===== src/pf_pkg.sv =====
// ----------------------------------------------------------------------------
// pf_pkg: shared definitions for the prime factorization core
// Microcode format, operation and condition codes, and the control program.
// ----------------------------------------------------------------------------
package pf_pkg;

	localparam int DataBitsDefault = 32;

	localparam int StepBits = 4;

	typedef logic [StepBits-1:0] step_t;

	// Datapath operations.
	localparam logic [3:0] OP_NOP       = 4'd0;
	localparam logic [3:0] OP_ACCEPT    = 4'd1;
	localparam logic [3:0] OP_DSTART    = 4'd2;
	localparam logic [3:0] OP_DWAIT     = 4'd3;
	localparam logic [3:0] OP_FOUND     = 4'd4;
	localparam logic [3:0] OP_INC       = 4'd5;
	localparam logic [3:0] OP_PUSH      = 4'd6;
	localparam logic [3:0] OP_EMITLAST  = 4'd7;
	localparam logic [3:0] OP_EMITNONE  = 4'd8;

	// Jump conditions.
	localparam logic [2:0] C_NEVER  = 3'd0;
	localparam logic [2:0] C_ALWAYS = 3'd1;
	localparam logic [2:0] C_BAD    = 3'd2;
	localparam logic [2:0] C_QLT    = 3'd3;
	localparam logic [2:0] C_RNZ    = 3'd4;
	localparam logic [2:0] C_NLE1   = 3'd5;

	// Program addresses.
	localparam step_t S_ACCEPT = 4'd0;
	localparam step_t S_DSTART = 4'd1;
	localparam step_t S_DWAIT  = 4'd2;
	localparam step_t S_TEST   = 4'd3;
	localparam step_t S_FOUND  = 4'd4;
	localparam step_t S_NEXT   = 4'd5;
	localparam step_t S_FIN    = 4'd6;
	localparam step_t S_PUSH   = 4'd7;
	localparam step_t S_LAST   = 4'd8;
	localparam step_t S_NONE   = 4'd9;

	typedef struct packed {
		logic [3:0] op;
		logic [2:0] cond;
		step_t      target;
	} ctrl_t;

	// Control store. A step whose operation is not ready holds; otherwise it
	// performs the operation and jumps to target when cond holds, else falls
	// through to the next step.
	function automatic ctrl_t pf_rom(input step_t s);
		ctrl_t w;
		case (s)
			S_ACCEPT: w = '{OP_ACCEPT,   C_BAD,    S_NONE};
			S_DSTART: w = '{OP_DSTART,   C_NEVER,  S_ACCEPT};
			S_DWAIT:  w = '{OP_DWAIT,    C_QLT,    S_FIN};
			S_TEST:   w = '{OP_NOP,      C_RNZ,    S_NEXT};
			S_FOUND:  w = '{OP_FOUND,    C_ALWAYS, S_DSTART};
			S_NEXT:   w = '{OP_INC,      C_ALWAYS, S_DSTART};
			S_FIN:    w = '{OP_NOP,      C_NLE1,   S_LAST};
			S_PUSH:   w = '{OP_PUSH,     C_NEVER,  S_ACCEPT};
			S_LAST:   w = '{OP_EMITLAST, C_ALWAYS, S_ACCEPT};
			S_NONE:   w = '{OP_EMITNONE, C_ALWAYS, S_ACCEPT};
			default:  w = '{OP_NOP,      C_ALWAYS, S_ACCEPT};
		endcase
		return w;
	endfunction

endpackage


===== src/pf_div.sv =====
// ----------------------------------------------------------------------------
// pf_div: restoring unsigned divider
// Produces one quotient bit per cycle; quotient and remainder hold when done.
// ----------------------------------------------------------------------------
module pf_div import pf_pkg::*; #(
	parameter int N = DataBitsDefault - 1
) (
	input  logic         clk,
	input  logic         arst_n,
	input  logic         start,
	input  logic [N-1:0] dividend,
	input  logic [N-1:0] divisor,
	output logic         busy,
	output logic [N-1:0] quotient,
	output logic [N-1:0] remainder
);

	localparam int CW = $clog2(N + 1);

	logic          busy_q;
	logic [CW-1:0] cnt_q;
	logic [N-1:0]  rem_q;
	logic [N-1:0]  quo_q;
	logic [N-1:0]  dsr_q;
	logic [N:0]    trial;

	assign trial = {rem_q, quo_q[N-1]} - {1'b0, dsr_q};

	always_ff @(posedge clk or negedge arst_n) begin
		if (!arst_n) begin
			busy_q <= 1'b0;
			cnt_q  <= '0;
		end else if (start) begin
			busy_q <= 1'b1;
			cnt_q  <= CW'(N - 1);
		end else if (busy_q) begin
			cnt_q <= cnt_q - 1'b1;
			if (cnt_q == '0)
				busy_q <= 1'b0;
		end
	end

	always_ff @(posedge clk) begin
		if (start) begin
			rem_q <= '0;
			quo_q <= dividend;
			dsr_q <= divisor;
		end else if (busy_q) begin
			// A clear borrow bit means the divisor fit into the partial remainder.
			if (!trial[N]) begin
				rem_q <= trial[N-1:0];
				quo_q <= {quo_q[N-2:0], 1'b1};
			end else begin
				rem_q <= {rem_q[N-2:0], quo_q[N-1]};
				quo_q <= {quo_q[N-2:0], 1'b0};
			end
		end
	end

	assign busy      = busy_q;
	assign quotient  = quo_q;
	assign remainder = rem_q;

endmodule


===== src/prime_factorization_core.sv =====
// ----------------------------------------------------------------------------
// prime_factorization_core: trial-division prime factorizer
// Emits the prime factors of each input word in ascending order.
// ----------------------------------------------------------------------------
// One input word is taken at a time. Each trial divisor costs one division in
// the shared restoring divider plus about four microcode steps, and up to
// sqrt(value) divisors are tried, so a large prime takes far longer than a
// small or smooth input. Factors leave one word each through an output
// register; the final word has last set, and an input below 2 gives a single
// word with none set and factor zero.
module prime_factorization_core import pf_pkg::*; #(
	parameter int DATA_BITS = DataBitsDefault
) (
	input  logic                 clk,
	input  logic                 arst_n,
	input  logic                 item_valid,
	output logic                 item_stall,
	input  logic [DATA_BITS-1:0] value,
	output logic                 result_valid,
	input  logic                 result_stall,
	output logic [DATA_BITS-2:0] factor,
	output logic                 last,
	output logic                 none
);

	localparam int N = DATA_BITS - 1;

	step_t        step_q;
	ctrl_t        cw;
	logic         go;
	logic         jump;
	logic         slot_free;
	logic         bad;

	logic [N-1:0] n_q;
	logic [N-1:0] d_q;
	logic [N-1:0] pend_q;
	logic         pend_v_q;

	logic         res_v_q;
	logic [N-1:0] res_factor_q;
	logic         res_last_q;
	logic         res_none_q;

	logic         div_start;
	logic         div_busy;
	logic [N-1:0] div_q;
	logic [N-1:0] div_r;

	logic         emit;
	logic [N-1:0] emit_factor;
	logic         emit_last;
	logic         emit_none;

	assign cw        = pf_rom(step_q);
	assign slot_free = !res_v_q || !result_stall;
	assign bad       = value[DATA_BITS-1] || (value[N-1:0] < N'(2));

	always_comb begin
		case (cw.op)
			OP_ACCEPT:   go = item_valid;
			OP_DWAIT:    go = !div_busy;
			OP_FOUND,
			OP_PUSH:     go = !pend_v_q || slot_free;
			OP_EMITLAST,
			OP_EMITNONE: go = slot_free;
			default:     go = 1'b1;
		endcase
	end

	always_comb begin
		case (cw.cond)
			C_ALWAYS: jump = 1'b1;
			C_BAD:    jump = bad;
			C_QLT:    jump = div_q < d_q;
			C_RNZ:    jump = div_r != '0;
			C_NLE1:   jump = n_q <= N'(1);
			default:  jump = 1'b0;
		endcase
	end

	always_ff @(posedge clk or negedge arst_n) begin
		if (!arst_n)
			step_q <= S_ACCEPT;
		else if (go)
			step_q <= jump ? cw.target : step_q + 1'b1;
	end

	assign item_stall = (step_q != S_ACCEPT);
	assign div_start  = (cw.op == OP_DSTART);

	pf_div #(.N(N)) u_div (
		.clk       (clk),
		.arst_n    (arst_n),
		.start     (div_start),
		.dividend  (n_q),
		.divisor   (d_q),
		.busy      (div_busy),
		.quotient  (div_q),
		.remainder (div_r)
	);

	// A found factor is held back one place so the last mark can be set on
	// whichever word turns out to be final.
	always_ff @(posedge clk or negedge arst_n) begin
		if (!arst_n) begin
			pend_v_q <= 1'b0;
		end else if (go) begin
			case (cw.op)
				OP_ACCEPT:            pend_v_q <= 1'b0;
				OP_FOUND, OP_PUSH:    pend_v_q <= 1'b1;
				default:              pend_v_q <= pend_v_q;
			endcase
		end
	end

	always_ff @(posedge clk) begin
		if (go) begin
			case (cw.op)
				OP_ACCEPT: begin
					n_q <= value[N-1:0];
					d_q <= N'(2);
				end
				OP_FOUND: begin
					pend_q <= d_q;
					n_q    <= div_q;
				end
				OP_INC:  d_q    <= d_q + 1'b1;
				OP_PUSH: pend_q <= n_q;
				default: ;
			endcase
		end
	end

	always_comb begin
		emit        = 1'b0;
		emit_factor = pend_q;
		emit_last   = 1'b0;
		emit_none   = 1'b0;
		if (go) begin
			case (cw.op)
				OP_FOUND, OP_PUSH: emit = pend_v_q;
				OP_EMITLAST: begin
					emit      = 1'b1;
					emit_last = 1'b1;
				end
				OP_EMITNONE: begin
					emit        = 1'b1;
					emit_last   = 1'b1;
					emit_none   = 1'b1;
					emit_factor = '0;
				end
				default: emit = 1'b0;
			endcase
		end
	end

	always_ff @(posedge clk or negedge arst_n) begin
		if (!arst_n)
			res_v_q <= 1'b0;
		else if (emit)
			res_v_q <= 1'b1;
		else if (!result_stall)
			res_v_q <= 1'b0;
	end

	always_ff @(posedge clk) begin
		if (emit) begin
			res_factor_q <= emit_factor;
			res_last_q   <= emit_last;
			res_none_q   <= emit_none;
		end
	end

	assign result_valid = res_v_q;
	assign factor       = res_factor_q;
	assign last         = res_last_q;
	assign none         = res_none_q;

endmodule


===== config.mk =====
export PLATFORM = sky130hd
export DESIGN_NAME = prime_factorization_core
export DESIGN_NICKNAME = d
export VERILOG_FILES = /design/src/pf_pkg.sv /design/src/pf_div.sv /design/src/prime_factorization_core.sv
export SDC_FILE = /design/constraint.sdc
export NUM_CORES = 1
export LEC_CHECK = 0
export BUFFER_PORTS_ARGS = -buffer_cell sky130_fd_sc_hd__buf_2
export CAP_MARGIN = 5
export CORE_ASPECT_RATIO = 0.8
export CORE_MARGIN = 2
export CORE_UTILIZATION = 56
export CTS_CLUSTER_DIAMETER = 120
export DETAILED_ROUTE_END_ITERATION = 6
export PLACE_DENSITY = 0.81
export SLEW_MARGIN = 40
export SYNTH_ARGS = -nofsm -noshare
export SYNTH_HDL_FRONTEND = slang
export SYNTH_HIERARCHICAL = 1
export SYNTH_SLANG_ARGS = --single-unit
export TNS_END_PERCENT = 100

===== constraint.sdc =====
create_clock -name clk -period 4.7 [get_ports clk]
set_clock_uncertainty 0.2 [all_clocks]
set_input_delay 0.235 -clock clk [delete_from_list [all_inputs] [get_ports clk]]
set_output_delay 0.235 -clock clk [all_outputs]
set_load 0.03 [all_outputs]

# [Word level (Yosys, flattened, before mapping)]
# Memory sizes are Yosys's and may differ from the RTL's.
# Index checks and enable logic that the tools add are counted.
[totals] input_bits=36 n_memories=1 ff_bits=231 latch_bits=0 romBits=176 mem_bits_rw=0 elab_cells=81 output_inout_bits=35
[mem_list] name="(name not given)" words=16 word_bits=11 rd=1 rd_ports_with_merged_regs=0 write_ports=0 line_no="pf_pkg.sv:55" rtl="case (s)"
[op_classes] n_bitwise=0 mul=0 n_eq_ne=14 n_lt_le_gt_ge=3 n_reduce_logical=21 div=0 muxes=24 add_sub_neg=4 shifts=0
[ops] cell="$pmux W31 S2" count=3
[ops] cell="$mux W31" count=5
[ops] cell="$sub A32 B31 Y32" count=1
[ops] cell="$add A31 B1 Y31 const B" count=1
[ops] cell="$le A31 B1 Y1 const B" count=1
[ops] cell="$lt A31 B2 Y1 const B" count=1
[ops] cell="$lt A31 B31 Y1" count=1
[ops] cell="$reduce_bool A31 Y1" count=1
[ops] cell="$eq A4 B3 Y1 const B" count=4
[ops] cell="$mux W5" count=2
[ops] cell="$reduce_bool A2 Y1" count=5
[ops] cell="$mux W1" count=9
[ops] cell="$eq A4 B2 Y1 const B" count=2
[ops] cell="$reduce_and A2 Y1" count=4
[ops] cell="$eq A3 B2 Y1 const B" count=2
[ops] cell="$eq A3 B3 Y1 const B" count=2
[ops] cell="$logic_not A5 Y1" count=1
[ops] cell="$pmux W1 S5" count=1
[ops] cell="$sub A5 B1 Y5 const B" count=1
[ops] cell="$add A4 B1 Y4 const B" count=1
[ops] cell="$eq A4 B1 Y1 const B" count=1
[ops] cell="$eq A4 B4 Y1 const B" count=1
[ops] cell="$logic_not A1 Y1" count=4
[ops] cell="$mux W4" count=1
[ops] cell="7 further kinds" count=11

# [Longest topological paths before layout]
# Gate-level depths: netlist of the first run.
[logic_depth] word_depth=6 ltp_mapped=14 ltp_nobuf=12

# [By module]
# The synthesis of the first run kept the hierarchy.
[by_module_without_submodules] module="prime_factorization_core" cells_each=607 n_inst=1 area_each_um2=6966.7 seq_area_each_um2=3933.8
[by_module_without_submodules] module="pf_div" cells_each=564 n_inst=1 area_each_um2=5630.4 seq_area_each_um2=2632.5

# [Least setup slack after synthesis of the first run]
# OpenSTA, ideal clock, no wires.
[synth_path] kind="register -> register" startpoint="reg step_q[1]" endpoint="reg n_q[0] (enable)" n_path_buf=1 period_less_slack_ps=4930 arrival_ps=4263 path_stages_with_launch=9 required_time_ps=4033 setup_time_ps=467 path_slack_ps=-230 path_cell_list="dfrtp_1 > inv_1 > ha_1 > mux2_2 > a22o_1 > a211oi_1 > nor3_1 > clkbuf_1 > o31ai_1"
[synth_via] elab_chain_cells=5 elab_cells_between_ends=12 cone_classes="eq/ne (6); mux (1); reduce/logical (4); memory (1)"
[synth_lines] item="start, declared" line_no="prime_factorization_core.sv:28" rtl="step_t step_q;"
[synth_lines] item="start signal, assigned" line_no="prime_factorization_core.sv:86" rtl="step_q <= jump ? cw.target : step_q + 1'b1;"
[synth_lines] item="$mem_v2 Z16 W11 *"
[synth_lines] item="$eq A4 B4 Y1, or another cell as far along" line_no="prime_factorization_core.sv:60" rtl="case (cw.op)"
[synth_lines] item="$reduce_or A2 Y1, on equally long branches"
[synth_lines] item="$pmux W1 S4" line_no="prime_factorization_core.sv:60"
[synth_lines] item="$reduce_and A2 Y1 (no source line) *"
[synth_lines] item="end signal, assigned" line_no="prime_factorization_core.sv:121" rtl="n_q <= value[N-1:0];"
[synth_lines] item="end signal, assigned" line_no="prime_factorization_core.sv:126" rtl="n_q <= div_q;"
[synth_lines] item="end, declared" line_no="prime_factorization_core.sv:35" rtl="logic [N-1:0] n_q;"
# Mark *: on every way between the ends. The rest lies on a longest branch, timed or not.
# A chain may end at the register's enable or synchronous reset.

# [Worst setup path after layout of the first run]
[layout_path] startpoint="reg u_div.dsr_q[4]" endpoint="reg u_div.rem_q[8], in the netlist u_div/remainder[8]"
[layout_via] elab_chain_cells=2
[layout_lines] item="start, declared" line_no="pf_div.sv:24" rtl="logic [N-1:0] dsr_q;"
[layout_lines] item="start signal, assigned" line_no="pf_div.sv:47" rtl="dsr_q <= divisor;"
[layout_lines] item="$sub A32 B31 Y32" line_no="pf_div.sv:27" rtl="assign trial = {rem_q, quo_q[N-1]} - {1'b0, dsr_q};"
[layout_lines] item="$mux W31" line_no="pf_div.sv:50" rtl="if (!trial[N]) begin"
[layout_lines] item="end signal, assigned" line_no="pf_div.sv:51" rtl="rem_q <= trial[N-1:0];"
[layout_lines] item="end signal, assigned" line_no="pf_div.sv:54" rtl="rem_q <= {rem_q[N-2:0], quo_q[N-1]};"
[layout_lines] item="end, declared" line_no="pf_div.sv:22" rtl="logic [N-1:0] rem_q;"
# Every way passes these cells.

==> results.py, run 1 <==
metrics = {
    "clock_tree": {
        "cts.clk_slew.worst_paths_ns": 0.06,
        "tritoncts_num_sinks": 231,
        "clock_latency_ns": 0.51,
        "cts_made_buffers": 23,
        "clockBufferDepth": 3,
        "cts_root_buf": "clkbuf_16",
        "cts_max_level": 1,
        "tritoncts": "done",
    },
    "routing": {
        "wl_um": 30900,
        "drt_iter0_drc": 927,
        "num_vias": 9742,
        "viasPerCell": 6.13,
        "top_layer": "met4",
        "wl_per_cell_um": 19.4,
        "wl_met1_um": 12900,
        "firstDrtPassIters": 5,
        "drc_errors": 0,
        "routed-wl-met3_um": 2520,
        "dr_wl_met2_um": 14700,
        "ant_nets": 0,
    },
    "placement": {
        "gp_congestion": 0.866,
        "preCtsSetupSlack_ns": 1.16,
        "dpl.hpwl_um": 21200,
        "place_area_um2": 13300,
        "port_buffers": 70,
    },
    "worst_hold_path": {
        "holdPathEnd": "u_div/dsr_q[15]$_DFFE_PP_",
        "min_from": "d_q[15]$_SDFFCE_PP0P_",
        "hold_class": "register to register",
        "min_path_cells": 0,
    },
    "finish": {
        "final_layout_size_suffix_gt1_share_pct": 16.7,
        "nets": 1374,
        "final_cell_mix": "188 x edfxtp_1, 131 x nand2_1, 92 x nor2_1",
        "final_common_cell": "edfxtp_1",
        "area_growth_syn_to_layout_pct": 14.1,
        "fillers": 1686,
        "fin_area_um2": 14400,
        "diodes": 0,
    },
    "worst_setup_path": {
        "r2r-start": "u_div/dsr_q[4]$_DFFE_PP_",
        "crit_buf_inv": 2,
        "start_kind": "register",
        "crit_slowest_cell": "xor2_2",
        "end_kind": "register",
        "crit_chain": "inv_1 > ha_1 > a21o_1 > a211o_1 > o21ai_2 > nand3_2 > a21oi_2 > o31a_2 > xor2_2 > buf_4 > nand2_1 > a311oi_1",
        "cp_top_family": "compound AO/OA/AOI/OAI gates",
        "r2r.worst_path.cells": 12,
        "slowest_delay_ns": 0.60,
        "cp.arrival_ns": 3.82,
        "worstSetupPathType": "register to register",
        "r2r_slack_ns": 1.09,
        "worstReg2RegEnd": "u_div/remainder[8]$_SDFFE_PP0P_",
        "crit_fanout": 16,
        "cp_data_required_time_ns": 4.91,
    },
    "synth": {
        "yosysWarnings": 6,
        "synth_ff_type": "edfxtp_1",
        "synth_edf_count": 188,
        "async_flop_share_pct": 5.19,
        "yosysUniqueCellTypes": 78,
        "yosysTopAreaCellShare_pct": 44.8,
        "syn-num-nets": 1277,
        "seq_area_frac_synth_pct": 52.1,
        "synth.cell_area_um2": 12600,
        "ys_seq_elements": 231,
        "synth.largest_area_cell": "edfxtp_1",
        "synth_top_cells_by_area": "edfxtp_1 45%, ha_1 6.9%, mux2_2 5.6%",
        "synth_cells": 1171,
        "avgSynthCellArea_um2": 10.8,
    },
    "floorplanning": {
        "io_pins": 71,
        "die_width_um": 172,
        "initial_core_util_pct": 56.6,
        "coreArea_um2": 22300,
        "die_y_um": 138,
        "rows": 49,
        "fp.dieArea_um2": 23700,
    },
    "timing": {
        "fin_crit_sh_pct": 76.8,
        "min_period_ns": 3.61,
        "fin_ws_ns": 1.09,
        "tightest_slew_ns": 0.763,
        "hold_viol": 0,
        "slew_headroom_pct": 49.1,
        "setup_tns_ns": 0,
        "setup_viol": 0,
        "maxSlewViolCount": 0,
        "clock.fmax_mhz": 277,
        "grt_setup_unrepaired": "false",
    },
    "global_routing": {
        "grt_pass1_wl_um": 48800,
        "grt_pass1_vias": 9299,
        "grt_max_degree": 65,
        "grt_util_all_layers_pct": 25.7,
        "antenna_found_initial": 0,
        "grt_overflow": 0,
    },
    "outcome": {
        "status": "complete, no violations",
    },
    "job": {
        "maxCapViolations": 0,
    },
}
flip-flops by register name (all words and copies together), names as in the netlist, 4 cells and up:
| name | flops |
|---|---|
| u_div/quotient | 31 |
| d_q | 31 |
| u_div/remainder | 31 |
| factor | 31 |
| step_q | 4 |
| u_div/dsr_q | 31 |
| n_q | 31 |
| u_div/cnt_q | 5 |
| pend_q | 31 |
how the worst max path moves through the flow:
| stage | start | cells past startpoint | end | slack [ns] |
|---|---|---|---|---|
| 5_1_grt | u_div/dsr_q[4]$_DFFE_PP_ | 12 | u_div/remainder[8]$_SDFFE_PP0P_ | 0.91 |
| 3_3_place_gp | step_q[1]$_DFFE_PN0N_ | 9 | u_div/remainder[1]$_SDFFE_PP0P_ | 1.28 |
| 3_5_place_dp | u_div/dsr_q[4]$_DFFE_PP_ | 12 | u_div/remainder[8]$_SDFFE_PP0P_ | 1.16 |
| 2_1_floorplan | step_q[1]$_DFFE_PN0N_ | 9 | u_div/quotient[0]$_DFFE_PP_ | 0.07 |
| 4_1_cts | u_div/dsr_q[4]$_DFFE_PP_ | 12 | u_div/remainder[8]$_SDFFE_PP0P_ | 1.13 |
| 6_report | u_div/dsr_q[4]$_DFFE_PP_ | 12 | u_div/remainder[8]$_SDFFE_PP0P_ | 1.09 |
per-stage QoR:
stage / hold WS, ns / instances / utilization [%]
6_report: 0.265 / 1590 / 64.6
4_1_cts: 0.269 / 1589 / 64.5
5_1_grt: 0.296 / 1590 / 64.6
3_5_place_dp: -0.0576 / 1513 / 59.8
2_1_floorplan: -0.261 / 1171 / -
3_3_place_gp: -0.0599 / 1513 / 59.8
kinds of logic (layout without fill, tap and decap cells):
kind of cell / after synthesis / count (layout) / synth area share [%]
multiplexers: 64 / 64 / 5.71
flip-flops: 231 / 231 / 52.1
adder cells (fa/ha/maj): 70 / 70 / 7.01
buffers and inverters: 126 / 239 / 4.00
XOR/XNOR: 57 / 57 / 4.02
AO/OA/AOI/OAI: 222 / 222 / 11.7
AND/OR/NAND/NOR: 401 / 401 / 15.4
Yosys cell counts (11+ instances only):
library cell and n:
nor3_1 16, inv_1 73, nor4_1 25, mux2_2 63, a21o_1 12, a21oi_1 58, nand3_1 28, a311oi_1 22
nand2_1 131, o21ai_0 56, clkbuf_1 39, and2_1 36, xnor2_1 48, dfrtp_1 12, edfxtp_1 188, nand4_1 19
nand2b_1 11, nor2_1 94, dfxtp_1 31, ha_1 69
cell type report:
type	instances	area, um^2	share of cell area, %
inverters	74	278	1.93
clock inverters	15	106	0.740
repair buffers	124	861	5.99
well taps	306	383	2.66
multi-input cells	814	5590	38.9
flip-flops and latches	231	6570	45.7
clock buffers	26	587	4.08
timing repair:
item,CTS,global route
setup buffers,0,0
hold buffers,35,0
hold endpoints to repair,46,0
resized for setup,0,0
routing by layer:
metal / track usage [%] / vias to the layer above
li1: - / 4501
met5: 0 / -
met3: 4.58 / 69
met4: 6.91 / 0
met2: 41.6 / 457
met1: 36.0 / 4715
Power of run 1 is not shown: default switching activity piles up to over one toggle a cycle in this logic, so the estimate is an artifact.
==> run 2: changes to the inputs <==
Clock period 4.7 ns to 3.2 ns, I/O delays scaled along.
==> run 2 against run 1 <==
Effect of this change:
- fmax grew 15%
- critical path type unchanged
- worst hold slack lost 0.0093 ns
- sequential cell count is the same
==> results.py, run 2 (synthesized netlist as in run 1, its figures left out) <==
metrics = {
    "floorplanning": {
        "rows": 49,
        "die_width_um": 172,
        "io_pins": 71,
        "coreArea_um2": 22300,
        "fp.dieArea_um2": 23700,
        "die_y_um": 138,
        "initial_core_util_pct": 56.6,
    },
    "global_routing": {
        "use_met2_pct": 43.1,
        "grt_util_all_layers_pct": 26.5,
        "grt_overflow": 0,
        "grt_pass1_vias": 9651,
        "grt_pass1_wl_um": 50100,
        "grt_busiest_layer": "met2",
        "groute.layer.met1.usage_pct": 36.8,
        "antenna_found_initial": 1,
        "grt_max_degree": 61,
        "grt_util_met3_pct": 4.70,
    },
    "placement": {
        "dpl.hpwl_um": 21200,
        "port_buffers": 70,
        "gp_congestion": 0.929,
    },
    "worst_hold_path": {
        "hold_class": "register to register",
    },
    "clock_tree": {
        "cts_max_level": 1,
        "cts_made_buffers": 23,
        "cts.clk_slew.worst_paths_ns": 0.06,
        "tritoncts_num_sinks": 231,
        "cts_root_buf": "clkbuf_16",
        "tritoncts": "done",
        "cts_setup_buffers": 0,
        "clockBufferDepth": 3,
        "clock_latency_ns": 0.52,
    },
    "routing": {
        "drt_iter0_drc": 1044,
        "wl_um": 31600,
        "viasPerCell": 6.14,
        "num_vias": 9887,
        "firstDrtPassIters": 6,
        "drc_errors": 0,
        "wl_per_cell_um": 19.6,
        "ant_nets": 0,
    },
    "worst_setup_path": {
        "crit_chain": "inv_2 > ha_4 > a21o_1 > a211o_1 > o21ai_2 > nand3_2 > a21oi_4 > o31a_4 > xor2_4 > clkbuf_16 > or4_4 > o311ai_2",
        "cp.arrival_ns": 3.37,
        "slowest_delay_ns": 0.42,
        "end_kind": "register",
        "crit_fanout": 8,
        "r2r_slack_ns": 0.05,
        "worstSetupPathType": "register to register",
        "start_kind": "register",
        "cp_data_required_time_ns": 3.42,
        "crit_slowest_cell": "or4_4",
    },
    "timing": {
        "fin_crit_sh_pct": 98.4,
        "maxSlewViolCount": 0,
        "setup_viol": 0,
        "grt_setup_unrepaired": "true",
        "min_period_ns": 3.15,
        "hold_viol": 0,
        "holdWs_ns": 0.256,
        "slew_headroom_pct": 52.9,
        "tightest_slew_ns": 0.699,
        "clock.fmax_mhz": 318,
    },
    "finish": {
        "diodes": 0,
        "final_common_cell": "edfxtp_1",
        "final_cell_mix": "188 x edfxtp_1, 126 x nand2_1, 92 x nor2_1",
        "nets": 1395,
        "final_layout_size_suffix_gt1_share_pct": 20.2,
        "area_growth_syn_to_layout_pct": 18.6,
    },
    "outcome": {
        "status": "complete, no violations",
    },
    "job": {
        "maxCapViolations": 0,
    },
}
-- run 2: cell count changes in the layout (fill, tap and decap cells not counted), moves of 3 or more --
| cell | previous run | this run |
|---|---|---|
| a311oi_1 | 22 | 17 |
| a311oi_2 | 0 | 5 |
| buf_12 | 0 | 6 |
| buf_4 | 18 | 30 |
| bufinv_16 | 1 | 6 |
| clkinv_1 | 5 | 2 |
| clkinv_2 | 7 | 2 |
| ha_1 | 69 | 66 |
| ha_4 | 0 | 3 |
| inv_1 | 73 | 70 |
| nand2_1 | 131 | 126 |
| nand2_2 | 0 | 3 |
-- run 2: timing repair --
item,in CTS,in global routing
pin swaps,0,12
hold buffers,35,0
gates cloned,0,3
setup endpoints to repair,17,61
resized for setup,2,27
endpoints found under the hold margin,46,0
-- run 2: final timing paths --
kind | startpoint | endpoint | cells past startpoint
max in group asynchronous | arst_n | u_div/busy$_DFF_PN0_ | 3
min reg2reg | d_q[15]$_SDFFCE_PP0P_ | u_div/dsr_q[15]$_DFFE_PP_ | 0
max | u_div/dsr_q[4]$_DFFE_PP_ | u_div/remainder[1]$_SDFFE_PP0P_ | 12
min in group asynchronous | arst_n | result_valid$_DFFE_PN0P_ | 3
min | d_q[15]$_SDFFCE_PP0P_ | u_div/dsr_q[15]$_DFFE_PP_ | 0
max reg2reg | u_div/dsr_q[4]$_DFFE_PP_ | u_div/remainder[1]$_SDFFE_PP0P_ | 12
-- run 2: metrics by stage --
stage	cell area (um^2)	TNS, ns	util (%)	setup WS [ns]	cells
after floorplan	12700	-1.86	-	-0.0600	1171
after global placement	13600	0	61.0	0.0774	1532
after detailed placement	13600	-0.302	61.0	-0.0483	1532
after CTS	14800	0	66.3	0.0178	1608
after global routing	14900	-0.403	67.2	-0.0423	1611
final	14900	0	67.2	0.0507	1611
-- run 2: final cells by class --
cell class | count | area (um^2)
Fill cell | 1526 | 7310
Sequential cell | 231 | 6570
Multi-Input combinational cell | 815 | 5790
Timing Repair Buffer | 144 | 1100
Clock buffer | 29 | 608
Tap cell | 306 | 383
Inverter | 74 | 280
Clock inverter | 12 | 218
-- run 2: metal layers --
metal	share of wire, %	up-vias
met5	0.041	-
li1	-	4523
met4	2.2	2
met1	41	4822
met3	8.9	61
met2	47	479
-- run 2: critical path, delay by kind of cell, from the launching register on --
| kind | cells | cell delay [ns] |
|---|---|---|
| adders and majority gates | 1 | 0.21 |
| AOI/OAI and AO/OA | 6 | 1.21 |
| buffers and inverters | 2 | 0.32 |
| DFF | 1 | 0.39 |
| and+or+nand+nor | 2 | 0.58 |
| xor gates and xnor gates | 1 | 0.15 |
Power of run 2 is left out for the same reason.
